**config.mk**
```make
export PLATFORM = sky130hd
export DESIGN_NAME = rsc_div
export DESIGN_NICKNAME = d
export VERILOG_FILES = /design/src/rtl/rsc_div.sv
export SDC_FILE = /design/constraint.sdc
export NUM_CORES = 1
export LEC_CHECK = 0
export BUFFER_PORTS_ARGS = -buffer_cell sky130_fd_sc_hd__buf_2
export CAP_MARGIN = 20
export CORE_ASPECT_RATIO = 2
export CORE_MARGIN = 5
export CORE_UTILIZATION = 53
export DETAILED_ROUTE_END_ITERATION = 12
export GPL_TIMING_DRIVEN = 0
export PLACE_DENSITY = 0.8
export SLEW_MARGIN = 10
export SYNTH_ARGS = -nofsm -noshare
export SYNTH_HDL_FRONTEND = slang
export SYNTH_SLANG_ARGS = --single-unit
```
**constraint.sdc**
```tcl
create_clock -name clk_i -period 2.89 [get_ports clk_i]
set_input_delay 0 -clock clk_i [delete_from_list [all_inputs] [get_ports clk_i]]
set_output_delay 0 -clock clk_i [all_outputs]
set_load 0.02 [all_outputs]
```
**src/rtl/rsc_div.sv**
```systemverilog
// ----------------------------------------------------------------------------
// rsc_div
// Restoring unsigned divider, one quotient bit per cycle.
// ----------------------------------------------------------------------------
`default_nettype none

module rsc_div #(
  parameter int unsigned NW = 19,
  parameter int unsigned DW = 11
) (
  input  wire logic          clk_i,
  input  wire logic          rst_ni,
  input  wire logic          start_i,
  input  wire logic [NW-1:0] dividend_i,
  input  wire logic [DW-1:0] divisor_i,
  output logic               done_o,
  output logic      [NW-1:0] quot_o,
  output logic      [DW-1:0] rem_o
);

  localparam int unsigned CNT_W = $clog2(NW + 1);

  logic             busy_q, busy_d;
  logic             done_q, done_d;
  logic [CNT_W-1:0] cnt_q, cnt_d;
  logic [NW-1:0]    quo_q, quo_d;
  logic [DW-1:0]    rem_q, rem_d;
  logic [DW-1:0]    dvs_q, dvs_d;
  logic [DW:0]      trial;

  always_comb begin
    busy_d = busy_q;
    done_d = 1'b0;
    cnt_d  = cnt_q;
    quo_d  = quo_q;
    rem_d  = rem_q;
    dvs_d  = dvs_q;
    trial  = {rem_q, quo_q[NW-1]};
    if (start_i) begin
      busy_d = 1'b1;
      cnt_d  = CNT_W'(NW);
      quo_d  = dividend_i;
      rem_d  = '0;
      dvs_d  = divisor_i;
    end else if (busy_q) begin
      // shift in one dividend bit, subtract when it fits
      if (trial >= {1'b0, dvs_q}) begin
        rem_d = DW'(trial - {1'b0, dvs_q});
        quo_d = {quo_q[NW-2:0], 1'b1};
      end else begin
        rem_d = trial[DW-1:0];
        quo_d = {quo_q[NW-2:0], 1'b0};
      end
      cnt_d = cnt_q - CNT_W'(1);
      if (cnt_q == CNT_W'(1)) begin
        busy_d = 1'b0;
        done_d = 1'b1;
      end
    end
  end

  always_ff @(posedge clk_i or negedge rst_ni) begin
    if (!rst_ni) begin
      busy_q <= 1'b0;
      done_q <= 1'b0;
      cnt_q  <= '0;
    end else begin
      busy_q <= busy_d;
      done_q <= done_d;
      cnt_q  <= cnt_d;
    end
  end

  always_ff @(posedge clk_i) begin
    quo_q <= quo_d;
    rem_q <= rem_d;
    dvs_q <= dvs_d;
  end

  assign done_o = done_q;
  assign quot_o = quo_q;
  assign rem_o  = rem_q;

endmodule

`default_nettype wire

```
# Yosys cells after proc, flatten, opt, wreduce, memory -nomap -nowiden
# Index checks and enable logic that the tools add are counted.
totals:
  regBits: 48
  inputBits: 33
  out_inout_bits: 31
  elab_cells: 23
op_classes:
  addsub: 2
  n_lt_le_gt_ge: 1
  eq_ne: 1
  muxes: 12
  reduce_logical: 1
ops:
  columns: ["cell", "n"]
  rows:
  - ["two-way mux 19 bit", 2]
  - [">= comparator 12 x 11 -> 1 bit", 1]
  - ["two-way mux 11 bit", 1]
  - ["subtractor 11 bit", 1]
  - ["two-way mux 5 bit", 2]
  - ["two-way mux 1 bit", 7]
  - ["equality test 5 x 1 -> 1 bit, second input constant", 1]
  - ["subtractor 5 x 1 -> 5 bit, second input constant", 1]
  - ["nonzero test 2 bit", 1]

# Longest topological paths before layout
depth:
  ltp_word: 4
  depth_mapped: 10
  mapped_depth_nobuf: 9

# Least setup slack after synthesis
# OpenSTA, ideal clock, no wires.
synth_path:
  path_kind: "register to register"
  start: "reg quo_q[18], in the netlist quot_o[18]"
  end: "reg rem_q[0], in the netlist rem_o[0]"
  setup_ps: 79
  arrival_ps: 2277
  t_required_ps: 2811
  setup_slack_ps: 534
  path_stages_with_launch: 10
  n_path_buf: 0
  synth_period_minus_slack_ps: 2356
  path_cell_list: "edfxtp_1 > inv_1 > ha_1 > fa_1 > nor2b_1 > o31a_1 > o21ai_2 > o21ai_2 > mux2_4 > a211oi_2"
synth_between:
  elab_chain_len: 2
  word_cells_on_any_way: 3
  cone_classes: "1 x add/sub; 1 x order compare; 1 x mux"
synth_lines:
  columns: ["item", "line_no", "source"]
  rows:
  - ["start, declared", "26", "logic [NW-1:0] quo_q, quo_d;"]
  - ["start signal, assigned", "75", "quo_q <= quo_d;"]
  - ["subtractor 11 bit or >= comparator 12 x 11 -> 1 bit (tied branches)", "48, 47", null]
  - ["two-way mux 11 bit *", "47", "if (trial >= {1'b0, dvs_q}) begin"]
  - ["end signal, assigned", "76", "rem_q <= rem_d;"]
  - ["end, declared", "27", "logic [DW-1:0] rem_q, rem_d;"]
# Mark *: on every way between the ends. The rest lies on a longest branch, timed or not.
# A chain may end at the register's enable or synchronous reset.

# Final worst setup path
layout_path:
  start: "reg quo_q[18], in the netlist quot_o[18]"
  end: "reg rem_q[2], in the netlist rem_o[2]"
# The elaborated chain is that of the path after synthesis.

==> summary.log <==
qor: timing.final-max-slew-violation-count 0
qor: drt.dr.pass1.iters 4
qor: layout.fin_util 70.94%
qor: logic_synthesis.synth_async_sr_flop_share 14.58%
qor: layout.area_delta_synth_final 31.79%
qor: layout.post-route-cell-area 0.003387 mm^2
qor: timing.worstMarginPinSlew 0.5885 ns
qor: placement.gp_routability_congestion 0.8076
qor: timing.tns 0 ns
qor: setup_path.setup.reg_to_reg.worst_slack 0.32 ns
qor: placement.place_inst 340
qor: pwr.power_density 773.4 mW/mm^2
qor: hold_path.hold_path_depth 2
qor: pwr.ir_drop 601.0 uV
qor: global_route.globalRoute.totalOverflow 0
qor: timing.final-hold-violation-count 0
qor: timing.fin_worst_skew 0.006321 ns
qor: logic_synthesis.avgSynthCellArea 11.68 um^2
qor: clocking.cts.clk_slew.worst_paths 0.09 ns
qor: global_route.grtUsageTotal 20.02%
qor: hold_path.min-delay-path-class in -> reg
qor: logic_synthesis.synth_seq_area_share 50.44%
qor: clocking.cts_htree_levels 2
qor: logic_synthesis.netlist_area 0.002570 mm^2
qor: die.rows 36
qor: placement.placement.cell_area 0.002957 mm^2
qor: global_route.first_global_vias 2109
qor: die.initial_core_util 53.83%
qor: setup_path.r2r_end rem_o[2]$_SDFFE_PP0P_
qor: timing.post-route-min-period 2.574 ns
qor: clocking.postCtsResizedCells 0
qor: logic_synthesis.cells_after_synth 220
qor: layout.nNetsFinal 366
qor: global_route.gr-max-usage-layer met2
qor: hold_path.hold_start dividend_i[9]
qor: run.max_cap_violations 0
qor: clocking.root_buffer clkbuf_8
qor: placement.port_buffers 63
qor: clocking.tritoncts_clock_tree done
qor: layout.finish.cell_count_without_fillers 378
qor: logic_synthesis.synth_fp_nets 267
qor: die.floorplan.die_area 0.006426 mm^2
qor: timing.setup_viol 0
qor: logic_synthesis.synth_cell_type_count 49
qor: setup_path.cell_count_of_the_worst_reg_to_reg_path 10
qor: drt.post_drt_via_cell_ratio 5.373
qor: placement.dpl.hpwl 4.305 mm
qor: hold_path.timing.hold.worst_endpoint quot_o[9]$_DFFE_PP_
qor: clocking.cts_buffer_depth 2
qor: drt.wirelength 6.185 mm
qor: logic_synthesis.yosys_register_bits 48
qor: drt.remaining_drc_errors 0
qor: timing.highest_clock_rate 388.4 MHz
qor: global_route.number_of_antenna_violations_at_the_first_check_in_global_routing 0
qor: die.die_y 108.5 um
qor: layout.fill_cells 354
qor: global_route.use_met1 24.52%
qor: setup_path.crit-reg2reg-launch quot_o[18]$_DFFE_PP_
qor: clocking.insertion_delay_of_the_later_clocked_pin_in_the_worst_skew_pair 0.30 ns
qor: drt.drt-initial-drc-count 101
qor: logic_synthesis.ys_dominant_reg_cell edfxtp_1
qor: setup_path.critical_path_arrival 2.73 ns
qor: clocking.cts.sinks 48
qor: die.io_pins 64
qor: clocking.post_cts_buffers 0
qor: logic_synthesis.synth_enable_flop_cells 30
qor: global_route.grt.met2_usage 33.65%
qor: setup_path.worst_setup_path_end_kind register
qor: pwr.leakage 1.494 nW
qor: setup_path.cp.required 3.05 ns
qor: timing.finalCritPeriodShare 89.08%
qor: drt.antenna_left 0
qor: timing.slew_headroom 60.77%
qor: status.status complete, no violations
qor: die.core_region_area 0.004775 mm^2
qor: setup_path.timing.critical_path.from_type register
qor: global_route.grtUsageMet3 3.584%
qor: global_route.grt_max_degree 20
qor: timing.setup_repair_after_global_routing_missed_its_margin false
qor: setup_path.cp_class reg -> reg
qor: global_route.grt_first_pass_wirelength 9.729 mm
qor: layout.drive_gt1_share 32.50%
qor: clocking.cts_buffers 5
qor: drt.overall_via_count_from_detail_route 2031
qor: drt.wire_per_inst 16.36 um
qor: logic_synthesis.synth_warn 0
qor: die.die_width 59.24 um
qor: clocking.cts-hold-fix-buffers 26
qor: setup_path.cp_max_fo 10
-- layer usage --
layer,part of all wire [%],wire (um)
met2,54,3361
met3,4.2,259
met4,1.6,101
met5,0,0
met1,40,2463
-- state kept, by name (all words and copies together), names as in the netlist --
name,cells
quot_o,19
rem_o,11
done_o,1
dvs_q,11
busy_q,1
cnt_q,5
-- critical path, cell delays in order (launching register included) --
cell	delay, ns
edfxtp_1	0.36
inv_1	0.06
ha_1	0.23
fa_1	0.41
nor2b_1	0.15
o31a_1	0.21
o21ai_2	0.15
o21ai_2	0.30
buf_6	0.22
mux2i_1	0.23
a211oi_1	0.10
-- worst max-delay path by stage --
stage,slack (ns),cells past startpoint,to,startpoint
global placement,0.42,10,rem_o[10]$_SDFFE_PP0P_,quot_o[18]$_DFFE_PP_
detailed placement,0.33,10,rem_o[2]$_SDFFE_PP0P_,quot_o[18]$_DFFE_PP_
global route,0.1,10,rem_o[10]$_SDFFE_PP0P_,quot_o[18]$_DFFE_PP_
floorplan,0.53,9,rem_o[0]$_SDFFE_PP0P_,quot_o[18]$_DFFE_PP_
CTS,0.30,10,rem_o[2]$_SDFFE_PP0P_,quot_o[18]$_DFFE_PP_
finish,0.32,10,rem_o[2]$_SDFFE_PP0P_,quot_o[18]$_DFFE_PP_
-- where the power goes --
| part | total [mW] | internal (mW) | switching [mW] | leakage, nW |
|---|---|---|---|---|
| registers | 0.941 | 0.851 | 0.0899 | 0.480 |
| clock network | 0.581 | 0.348 | 0.233 | 0.0688 |
| logic | 1.10 | 0.490 | 0.608 | 0.945 |
-- cell type report --
class	count	area, um^2	area share [%]
flip-flops and latches	48	1296	38.27
multi-input cells	146	1165	34.39
repair buffers	92	605.6	17.88
well taps	57	71.32	2.106
clock buffers	5	68.82	2.032
clock inverters	3	68.82	2.032
inverters	17	63.81	1.884
plain buffers	9	45.04	1.330
diodes	1	2.502	0.07388
-- through the flow --
| stage | hold slack, ns | power (mW) | worst slack (ns) |
|---|---|---|---|
| 4_1_cts | 0.0005391 | 2.629 | 0.3006 |
| 2_1_floorplan | -0.2956 | 1.742 | 0.5337 |
| 5_1_grt | 0.004987 | 2.789 | 0.09925 |
| 6_report | 0.01639 | 2.619 | 0.3155 |
| 3_3_place_gp | -0.1663 | 1.974 | 0.4205 |
| 3_5_place_dp | -0.1620 | 2.014 | 0.3332 |
-- Yosys cell counts, types with 3 or more instances --
cell | n | area [um^2]
or3_1 | 3 | 18.77
dfxtp_1 | 11 | 220.2
ha_1 | 13 | 162.7
nor2_1 | 17 | 63.81
a21oi_1 | 4 | 20.02
xnor2_1 | 8 | 70.07
mux2_2 | 19 | 214.0
dfrtp_1 | 7 | 175.2
nand2_1 | 8 | 30.03
clkbuf_1 | 5 | 18.77
a211oi_1 | 7 | 52.55
o21ai_0 | 9 | 45.04
edfxtp_1 | 30 | 900.9
nand2b_1 | 7 | 43.79
inv_1 | 16 | 60.06
mux2i_1 | 7 | 70.07
nand3_1 | 5 | 25.02
-- cell usage in the layout, fill, tap and decap left out, types with 8 or more instances in the layout --
cell,n
mux2_2,19
xnor2_1,8
nand2_1,8
nor2_1,17
ha_1,13
dlygate4sd3_1,29
buf_2,63
edfxtp_1,30
dfxtp_1,11
inv_1,16
o21ai_0,9
-- kinds of logic (layout without fill, tap and decap cells) --
| group | count (synthesis) | after routing | share of synthesized area [%] |
|---|---|---|---|
| and+or+nand+nor | 57 | 57 | 12.80 |
| DFF | 48 | 48 | 50.44 |
| AOI/OAI and AO/OA | 39 | 39 | 10.71 |
| muxes | 27 | 27 | 11.64 |
| buffers and inverters | 26 | 126 | 4.236 |
| adders and majority gates | 14 | 14 | 7.108 |
| xor gates and xnor gates | 9 | 9 | 3.067 |
| other | 0 | 1 | 0 |
Note: power is estimated with default switching activity, not from simulation.
